**src/nested_region_cycle_profiler_defines.svh**
```systemverilog
// assertion macros for the nested region cycle profiler
// used by the top level only; no other dependencies
`ifndef NESTED_REGION_CYCLE_PROFILER_DEFINES_SVH
`define NESTED_REGION_CYCLE_PROFILER_DEFINES_SVH

`ifndef SYNTH
// same-cycle implication, clocked on aclk, held off during reset
`define NRCP_ASSERT_IMP(lbl, ante, cons) \
    lbl: assert property (@(posedge aclk) disable iff (!aresetn) (ante) |-> (cons)) \
        else $error("nrcp assertion failed");
// next-cycle implication
`define NRCP_ASSERT_NXT(lbl, ante, cons) \
    lbl: assert property (@(posedge aclk) disable iff (!aresetn) (ante) |=> (cons)) \
        else $error("nrcp assertion failed");
`else
`define NRCP_ASSERT_IMP(lbl, ante, cons)
`define NRCP_ASSERT_NXT(lbl, ante, cons)
`endif

`endif

```
**src/nrcp_ram.sv**
```systemverilog
// generic single-write, single-read memory with registered read data
// no dependencies
module nrcp_ram #(
    parameter int WIDTH = 8,
    parameter int DEPTH = 16,
    parameter int AW    = 4
) (
    input  logic             aclk,
    input  logic             we,
    input  logic [AW-1:0]    waddr,
    input  logic [WIDTH-1:0] wdata,
    input  logic             re,
    input  logic [AW-1:0]    raddr,
    output logic [WIDTH-1:0] rdata
);

    logic [WIDTH-1:0] mem [DEPTH];

    always_ff @(posedge aclk) begin
        if (we) begin
            mem[waddr] <= wdata;
        end
    end

    always_ff @(posedge aclk) begin
        if (re) begin
            rdata <= mem[raddr];
        end
    end

endmodule

```
**config.mk**
```make
export PLATFORM = sky130hd
export DESIGN_NAME = nrcp_ram
export DESIGN_NICKNAME = d
export VERILOG_FILES = /design/src/nested_region_cycle_profiler_defines.svh /design/src/nrcp_ram.sv
export SDC_FILE = /design/constraint.sdc
export NUM_CORES = 1
export LEC_CHECK = 0
export ABC_AREA = 1
export BUFFER_PORTS_ARGS = -buffer_cell sky130_fd_sc_hd__buf_4
export CAP_MARGIN = 20
export CORE_ASPECT_RATIO = 2
export CORE_MARGIN = 3
export CORE_UTILIZATION = 25
export DETAILED_ROUTE_END_ITERATION = 10
export GPL_ROUTABILITY_DRIVEN = 0
export PLACE_DENSITY = 0.45
export RECOVER_POWER = 25
export SLEW_MARGIN = 10
export SYNTH_ARGS = -nofsm -noshare
export SYNTH_HDL_FRONTEND = slang
export SYNTH_SLANG_ARGS = --single-unit
```
**constraint.sdc**
```tcl
create_clock -name aclk -period 1.1 [get_ports aclk]
set_input_delay 0.11 -clock aclk [delete_from_list [all_inputs] [get_ports aclk]]
set_output_delay 0.11 -clock aclk [all_outputs]
set_load 0.005 [all_outputs]
```
Yosys cells after proc, flatten, opt, wreduce, memory -nomap -nowiden:

Memory sizes are Yosys's and may differ from the RTL's. A register that Yosys moved wholly into a read port is not among the register bits.
Index checks and enable logic that the tools add are counted.

* shift-type cells: 0
* eq/ne operators: 0
* multiply operators: 0
* muxes and demuxes: 2
* add/subtract/negate cells: 0
* reductions and logical operators: 0
* $lt $le $gt $ge: 0
* divide/modulo/power cells: 0
* bitwise operators: 0

Operators with widths (count)
* 1-bit 2-to-1 mux: 2

* latch bits: 0
* input bits: 19
* memories kept: 1
* RAM bits: 128
* ROM bits: 0
* register bits: 0
* word-level logic and storage cells: 3

Memories
* mem: depth 16, bits a word 8, read ports 1, clocked after Yosys merged registers in 1, write ports 1, RTL line nrcp_ram.sv:17 `logic [WIDTH-1:0] mem [DEPTH];`

Logic depth before layout (Yosys ltp):

* depth after elaboration: 2
* depth in mapped cells: 8
* depth with buffers taken out: 7

Worst setup path before layout:

No wires, ideal clock.

* path type: input -> register
* from: input port waddr[3]
* to: memory mem[4][0], enable pin
* data required time: 0.730 ns
* path buffers: 0
* cell stages on the path: 2
* arrival: 0.691 ns
* slack: 0.039 ns
* cell sequence: nand3b_1 > nor2_1

RTL lines
* start, declared: RTL line nrcp_ram.sv:10 `input logic [AW-1:0] waddr,`
* end, declared: RTL line nrcp_ram.sv:17

No word-level cell before the write port.

==> run summary <==
WL final = 15,600 um
nets = 628
num ports = 27
Worst Skew = 4.46 ps
Routed Antenna Nets = 0
hpwl dp = 11,200 um
maximum vdd drop = 967 uV
Post-CTS Setup Repair Bufs = 0
Vias/cell = 4.31
syn_nets = 570
final setup TNS = 0 ps
GR Util met3 = 2.81%
RSZ-0062 raised after global routing = true
sequential share of the synthesized area = 69.8%
worst-path fanout max = 1
CP Data Arrival Time = 1270 ps
FMAX = 918 MHz
hold slack = 61.7 ps
area grow syn2layout = 27.1%
row count = 78
GR met1 Demand/Resource = 12.5%
Layout Utilization = 32.5%
Total GRT Usage = 12.9%
Congestion Overflow GR = 0
die height = 222 um
min Tclk post-route = 1090 ps
Initial DRT Pass Iterations = 5
met2 usage = 24.6%
Avg WL per Cell = 17.3 um
layout cells sized above 1 = 23.3%
Hold/Removal Path Class = input port to flop
number of global-route vias before repair = 4,082
flops & latches, synth = 136
# diodes = 0
Avg Inst Size Synth = 10.6 um2
Max Slew Vio Count = 0
Mapped Cells = 551
Worst Setup Start Kind = flop
Hold Vio Cnt, Final = 0
R2R Path Start = mem[11][0]
worst skew pair latency = 420 ps
R2R depth = 6
post-synth cell types = 11
H-tree levels = 4
first-pass GRT wire length = 23,600 um
hold wc startpoint = wdata[5]
TritonCTS Buffers = 17
DRC Markers = 0
core region area = 22,800 um2
max cap viols = 0
Clock Pin Slew Worst Setup and Hold Paths = 60 ps
Leakage = 3.14 nW
via count = 3,890
clock buffer depth = 2
port bufs = 26
GRT busiest layer = met2
post-synthesis cell area = 5850 um2
Data required, critical path = 1280 ps
total die area = 25,400 um2
final cycle utilization of the critical path = 99.0%
hold depth = 1
TritonCTS Sinks = 136
endpoints failing setup = 0
R2R Setup Slk = 10 ps
largest net degree at the start of global routing = 43
outcome = complete, no violations
Root Driver = clkbuf_16
Slew HR = 37.8%
CP Class = flop to flop
antenna violations before repair = 0
Hold Path Sink = mem[3][5]
die width = 114 um
Crit. End Element = flop
worst reg2reg endpoint = rdata[0]
P per Cell Area = 1670 nW/um2
DR iter-0 viols = 208
initial core utilization = 25.6%
worst-margin pin slew = 933 ps
Synthesis Warnings = 0
CTS tree = done
==> final cells by class <==
class | count | area (um2)
fillers | 2312 | 15400
flip-flops and latches | 136 | 4080
multi-input cells | 289 | 1500
repair buffers | 63 | 523
clock buffers | 18 | 429
inverters | 102 | 383
well taps | 280 | 350
clock inverters | 14 | 158
==> critical path, cell delays in order, from the launching register on <==
cell and delay, ps:
edfxtp_1 360, nand2_1 80, nand2_1 50, nand2_1 100, nand3_4 120, nand3_2 90, nand2_2 40
==> placed cells by master (no fill, tap or decap) <==
master         Yosys  final
nand2_1          173    166
edfxtp_1         136    136
inv_1            100     98
buf_4              4     51
nand3_1           97     50
nand3_2            0     42
nor2_1            17     17
clkbuf_16          0     17
nand2_2            0      7
clkinv_2           0      6
clkbuf_1           0      6
nand3_4            0      5
buf_12             0      5
inv_2              2      4
bufinv_16          0      3
clkinv_4           0      3
nand3b_1           2      2
clkinvlp_4         0      1
clkinv_1           0      1
dlygate4sd3_1      0      1
buf_6              6      1
==> through the flow <==
stage / cells / setup WS, ps / area [um2] / power [mW]
finish: 902 / 10.8 / 7430 / 12.4
global route: 902 / -44.8 / 7430 / 12.9
CTS: 902 / -27.6 / 7250 / 12.6
detailed placement: 869 / -435 / 6560 / 6.82
global placement: 869 / -396 / 6560 / 6.81
floorplan: 551 / 39.2 / 5850 / 6.38
==> per-layer routing <==
layer  wire, um  vias up
li1           -     1899
met1       5550     1893
met2       9010       71
met3        399       27
met4        632        0
met5          0        -
==> sequential cells by signal, summed over array words and instances, names as in the netlist <==
signal	flops
rdata	8
mem	128
==> synth_stat cells, drive strengths merged <==
| library cell | number | area, um2 |
|---|---|---|
| buf | 24 | 166 |
| edfxtp | 136 | 4080 |
| nor2 | 17 | 63.8 |
| nand2 | 173 | 649 |
| inv | 102 | 383 |
| nand3 | 97 | 485 |
| nand3b | 2 | 15.0 |
==> cell families after synthesis <==
group	Yosys count	share of synthesized area [%]
buf+inv	126	9.39
flops	136	69.8
simple gates	289	20.8
==> how the worst max path moves through the flow <==
stage / startpoint / endpoint / slack [ps] / cells after the start
floorplan: waddr[3] / mem[4][0] / 40 / 2
global placement: raddr[0] / rdata[2] / -400 / 8
detailed placement: raddr[0] / rdata[2] / -440 / 8
CTS: mem[3][2] / rdata[2] / -30 / 6
global route: mem[5][2] / rdata[2] / -40 / 6
finish: mem[11][0] / rdata[0] / 10 / 6
==> power breakdown <==
group          internal (mW)  switching [mW]  leakage [nW]  total (mW)
sequential              5.84          0.0301          1.24        5.87
clock                   3.53            2.13         0.291        5.66
combinational          0.317           0.594          1.61       0.911
==> repair_timing <==
action	CTS	global route
pin swaps	6	31
endpoints found under the hold margin	8	0
gates resized for setup	20	42
hold buffers	1	0
endpoints found under the setup margin	9	9
No activity file was read; power rests on OpenSTA's default activity.
