## config.mk

```make
export PLATFORM = sky130hd
export DESIGN_NAME = nrcp_alu
export DESIGN_NICKNAME = d
export VERILOG_FILES = /design/src/nested_region_cycle_profiler_defines.svh /design/src/nrcp_pkg.sv /design/src/nrcp_alu.sv
export SDC_FILE = /design/constraint.sdc
export NUM_CORES = 1
export LEC_CHECK = 0
export CAP_MARGIN = 20
export CORE_MARGIN = 2
export CORE_UTILIZATION = 41
export DETAILED_ROUTE_END_ITERATION = 6
export DONT_BUFFER_PORTS = 1
export PLACE_DENSITY_LB_ADDON = 0.25
export REMOVE_ABC_BUFFERS = 1
export SLEW_MARGIN = 10
export SYNTH_ARGS = -nofsm -noshare
export SYNTH_HDL_FRONTEND = slang
export SYNTH_SLANG_ARGS = --single-unit
```

## constraint.sdc

```tcl
create_clock -name vclk -period 5.53
set_input_delay 0.8295 -clock vclk [all_inputs]
set_output_delay 0.8295 -clock vclk [all_outputs]
set_load 0.01 [all_outputs]
```

## src/nested_region_cycle_profiler_defines.svh

```systemverilog
// assertion macros for the nested region cycle profiler
// used by the top level only; no other dependencies
`ifndef NESTED_REGION_CYCLE_PROFILER_DEFINES_SVH
`define NESTED_REGION_CYCLE_PROFILER_DEFINES_SVH

`ifndef SYNTH
// same-cycle implication, clocked on aclk, held off during reset
`define NRCP_ASSERT_IMP(lbl, ante, cons) \
    lbl: assert property (@(posedge aclk) disable iff (!aresetn) (ante) |-> (cons)) \
        else $error("nrcp assertion failed");
// next-cycle implication
`define NRCP_ASSERT_NXT(lbl, ante, cons) \
    lbl: assert property (@(posedge aclk) disable iff (!aresetn) (ante) |=> (cons)) \
        else $error("nrcp assertion failed");
`else
`define NRCP_ASSERT_IMP(lbl, ante, cons)
`define NRCP_ASSERT_NXT(lbl, ante, cons)
`endif

`endif

```

## src/nrcp_pkg.sv

```systemverilog
// shared constants, codes and types of the nested region cycle profiler
// no dependencies
package nrcp_pkg;

    localparam int ANCHOR_COUNT = 4096;
    localparam int STACK_DEPTH  = 64;

    localparam int DATA_W   = 64;
    localparam int ANCHOR_W = 12;
    localparam int AW       = (ANCHOR_COUNT > 1) ? $clog2(ANCHOR_COUNT) : 1;
    localparam int SAW      = (STACK_DEPTH > 1) ? $clog2(STACK_DEPTH) : 1;
    localparam int LVW      = $clog2(STACK_DEPTH + 1);

    localparam logic [1:0] ACT_ENTER = 2'd0;
    localparam logic [1:0] ACT_EXIT  = 2'd1;
    localparam logic [1:0] ACT_READ  = 2'd2;

    localparam logic [1:0] STAT_OK    = 2'd0;
    localparam logic [1:0] STAT_FULL  = 2'd1;
    localparam logic [1:0] STAT_EMPTY = 2'd2;

    typedef struct packed {
        logic [DATA_W-1:0] hit;
        logic [DATA_W-1:0] incl;
        logic [DATA_W-1:0] excl;
    } table_row_t;

    typedef struct packed {
        logic [AW-1:0]     anchor;
        logic [AW-1:0]     parent;
        logic [DATA_W-1:0] saved;
        logic [DATA_W-1:0] start;
    } stack_entry_t;

    typedef struct packed {
        logic              sub;
        logic [DATA_W-1:0] a;
        logic [DATA_W-1:0] b;
    } alu_req_t;

endpackage

```

## src/nrcp_alu.sv

```systemverilog
// shared 64-bit add/subtract unit of the profiler sequencer
// depends on nrcp_pkg
module nrcp_alu (
    input  nrcp_pkg::alu_req_t           req,
    output logic [nrcp_pkg::DATA_W-1:0] y
);
    import nrcp_pkg::*;

    assign y = req.sub ? (req.a - req.b) : (req.a + req.b);

endmodule

```

# After elaboration in Yosys (flattened, before gate mapping)
# Index checks and enable logic that the tools add are counted.
word_totals:
  reg_bits: 0
  input_bits: 129
  out_inout_bits: 64
  elab_cells: 3
op_classes:
  n_addsub: 2
  muxes: 1
ops:
  columns: ["op", "count"]
  rows:
  - ["64-bit adder", 1]
  - ["64-bit two-way mux", 1]
  - ["64-bit subtractor", 1]

# Logic depth before layout (Yosys ltp)
logic_depth:
  word_depth: 2
  mapped_depth: 21
  ltp_nobuf: 20

# Least setup slack after synthesis
# Ideal clock, no wire load.
synth_path:
  path_kind: "input-to-output"
  from: "input req[15] (netlist name)"
  to: "output y[62] (netlist name)"
  t_arrival_ps: 4796
  required_time_ps: 4701
  setup_slack_ps: -95
  stages: 18
  n_path_buf: 1
  path_cell_list: "or4_4 -> nor4_4 -> nor3b_1 -> and2_0 -> nor2b_1 -> nor2_1 -> xnor2_1 -> ha_1 -> clkbuf_1 -> nand4_1 -> nor2_1 -> a41oi_1 -> a31oi_1 -> nor3_1 -> a21o_1 -> a21oi_1 -> mux2i_1 -> a2111oi_0"
synth_between:
  elab_chain_len: 2
  word_cells_on_any_way: 3
  cone_classes: "add/sub: 2; mux: 1"
synth_lines:
  columns: ["element", "line_no", "text"]
  rows:
  - ["from (decl)", "nrcp_alu.sv:4", "input nrcp_pkg::alu_req_t req,"]
  - ["64-bit adder or 64-bit subtractor (tied branches)", "nrcp_alu.sv:9", "assign y = req.sub ? (req.a - req.b) : (req.a + req.b);"]
  - ["64-bit two-way mux (*)", "nrcp_alu.sv:9", null]
  - ["to (decl)", "nrcp_alu.sv:5", "output logic [nrcp_pkg::DATA_W-1:0] y"]
# Mark *: on every way between the ends. The rest lies on a longest branch, timed or not.

# Worst setup path after layout
layout_path:
  from: "input req[14] (netlist name)"
  to: "output y[48] (netlist name)"
# The elaborated chain is that of the path after synthesis.

==> reports/results.tsv <==
stage	metric	value	unit
detailed_routing	vias	6828	
logic_synthesis	yosys_warnings	0	
critical_path	cp-start-kind	input pin	
detailed_routing	route.detailed.drc	0	
placement	gp_congestion	0.972	
grt	overflow	0	
placement	dp_hpwl	16900	um
logic_synthesis	synth_compound_area_frac	0.315	
final_layout	seqCellArea	0	sq um
floorplanning	fp.coreArea	12500	sq um
hold_path	hold_depth	2	
timing	relSlewSlack	0.682	
final_layout	nets	1215	
logic_synthesis	syn_inst	800	
final_layout	final_cell_mix	buf_4, xnor2_1, nor2_1	
timing	worst_slew_pin_slew	0.472	ns
power_and_ir_drop	swShare	0.514	
placement	io_buffers	0	
run	max-cap-violations	0	
power_and_ir_drop	netSwitchingPower	0.000730	W
final_layout	antenna_cells	0	
critical_path	worstPathCellList	or4_4 -> nor4_4 -> nor3b_2 -> buf_4 -> buf_6 -> and3_4 -> a21oi_2 -> xnor2_1 -> ha_1 -> buf_6 -> a211oi_2 -> o21bai_1 -> and2_4 -> o21ai_2 -> a21oi_2 -> nor4_2 -> o41ai_2 -> a311oi_1 -> xnor2_1 -> buf_4	
logic_synthesis	synth_area	5200	sq um
power_and_ir_drop	p_int	0.000691	W
final_layout	layout-drive-gt1-share	0.376	
final_layout	area_delta_synth_final	53.1	%
power_and_ir_drop	ir_worst_vdd	0.0000996	V
power_and_ir_drop	pwr-share-comb	1.000	
power_and_ir_drop	seqPwrFrac	0	
floorplanning	die_h	117	um
power_and_ir_drop	p_leak	3.45	nW
critical_path	crit_family	simple AND/OR/NAND/NOR gates	
timing	layout_setup_ws	-0.111	ns
power_and_ir_drop	pwr_density_cell	178	nW/um^2
logic_synthesis	yosys.area_share.simple	0.268	
logic_synthesis	yosysUniqueCellTypes	59	
clocking	cts_hold_buf	0	
grt	grt_pass1_vias	6214	
status	violations	setup timing	
logic_synthesis	yosysSeqAreaShare	0	
hold_path	hold_end	y[0]	
timing	finalHoldViolCount	0	
floorplanning	die_x	117	um
critical_path	slowest_stage	or4_4	
grt	grt_start_max_net_pins	64	
timing	min_period_over_period	1.02	
detailed_routing	post_drt_wl_per_cell	17.7	um
grt	grt_pass1_wl	30200	um
detailed_routing	antenna_left	0	
status	status	finished with violations	
critical_path	max_stage_delay	0.54	ns
timing	rsz0062_at_grt	yes	
grt	met1_usage	0.365	
grt	busiest_layer	met2	
timing	fin_crit	5.64	ns
critical_path	cp.arrival	4.81	ns
detailed_routing	wl	21100	um
critical_path	path_buf_inv	4	
logic_synthesis	syn_area_per_cell	6.50	sq um
critical_path	crit_fanout	6	
floorplanning	io_pins	193	
grt	use_met3	0.0472	
final_layout	design_area	7970	sq um
hold_path	min_path_type	input pin to output port	
grt	gr-usage-met2	0.461	
critical_path	worstSetupPathType	input pin to output port	
detailed_routing	firstDrtPassIters	5	
final_layout	clkbuf_count	0	
hold_path	hp-start	req[0]	
logic_synthesis	synth.mux.area_fraction	0.00385	
logic_synthesis	synthXorXnorAreaFrac	0.207	
final_layout	final_core_utilization	0.636	
final_layout	nFlopsAndLatches	0	
grt	grt_util_all_layers	0.273	
power_and_ir_drop	clock_power_share	0	
placement	dp.cells	1152	
logic_synthesis	synth_top_family_by_area	compound AO/OA/AOI/OAI gates	
floorplanning	num_rows	41	
grt	antenna_found_initial	0	
timing	fmax	0.177	GHz
final_layout	final_cells	1191	
critical_path	critPathRequiredTime	4.70	ns
logic_synthesis	synthAdderAreaFrac	0.158	
final_layout	final_common_cell	buf_4	
power_and_ir_drop	power	0.00142	W
detailed_routing	viasPerCell	5.73	
floorplanning	dieArea	13600	sq um
critical_path	endpoint_kind	output port	
timing	drv_slew	0	
placement	placed_area	6880	sq um
floorplanning	initial_core_util	0.416	
placement	place_ws	-0.344	ns
detailed_routing	first_iter_violations	519	
timing	setup_viol	7	
## area by class of cell
class	instances	area [sq um]
tap	172	215
timing repair buffer	251	1970
fill	1143	4550
multi-input combinational	735	5660
inverter	33	124
## worst max-delay path by stage
stage / depth (start not counted) / slack, ns / end / from
after floorplan: 16 / -0.05 / y[63] / req[5]
after global placement: 19 / -0.30 / y[62] / req[15]
after detailed placement: 19 / -0.34 / y[62] / req[15]
after CTS: 20 / -0.04 / y[62] / req[14]
after global routing: 20 / -0.30 / y[48] / req[14]
final: 20 / -0.11 / y[48] / req[14]
## stage by stage
step	hold WS [ns]	TNS, ns
2_1_floorplan	1.82	-0.0555
3_3_place_gp	1.82	-2.37
3_5_place_dp	1.83	-2.35
4_1_cts	1.83	-0.0851
5_1_grt	1.84	-2.59
6_report	1.82	-0.330
## synthesized netlist by cell type, drive strengths merged, types with 8 or more instances
cell type | count | area [sq um]
a21oi | 100 | 500
xnor2 | 92 | 806
nor2 | 85 | 319
nand2 | 70 | 263
ha | 64 | 801
o21ai | 39 | 195
inv | 33 | 124
xor2 | 31 | 272
nor3 | 30 | 155
clkbuf | 28 | 105
a21o | 25 | 188
a31oi | 21 | 131
nand4 | 18 | 113
nand3 | 16 | 85.1
nor4 | 15 | 115
o21bai | 14 | 109
o21a | 12 | 90.1
and2 | 11 | 68.8
o211ai | 11 | 82.6
or3 | 9 | 56.3
nand2b | 8 | 50.1
## cell families after synthesis
kind of cell    after synthesis
simple gates                286
xor+xnor                    123
mux                           2
buf+inv                      65
compound gates              259
fa+ha+maj                    65
## metal layers
layer	vias up	share of wire	wire length, um
li1	3363	-	-
met1	3161	0.43	8970
met2	262	0.46	9790
met3	42	0.081	1720
met4	0	0.030	625
met5	-	0	0
## power groups by stage
stage | clock, W | sequential [W] | combinational, W
2_1_floorplan | 0 | 0 | 0.000728
6_report | 0 | 0 | 0.00142
4_1_cts | 0 | 0 | 0.00127
3_3_place_gp | 0 | 0 | 0.00121
5_1_grt | 0 | 0 | 0.00153
3_5_place_dp | 0 | 0 | 0.00121
## repair_timing
item                                    4_1_cts  5_1_grt
buffers inserted                             15       26
pin swaps                                    27       95
gates cloned                                  0        0
gates resized for setup                      48      139
endpoints found under the setup margin       19       30
(Power assumes the default switching activity.)
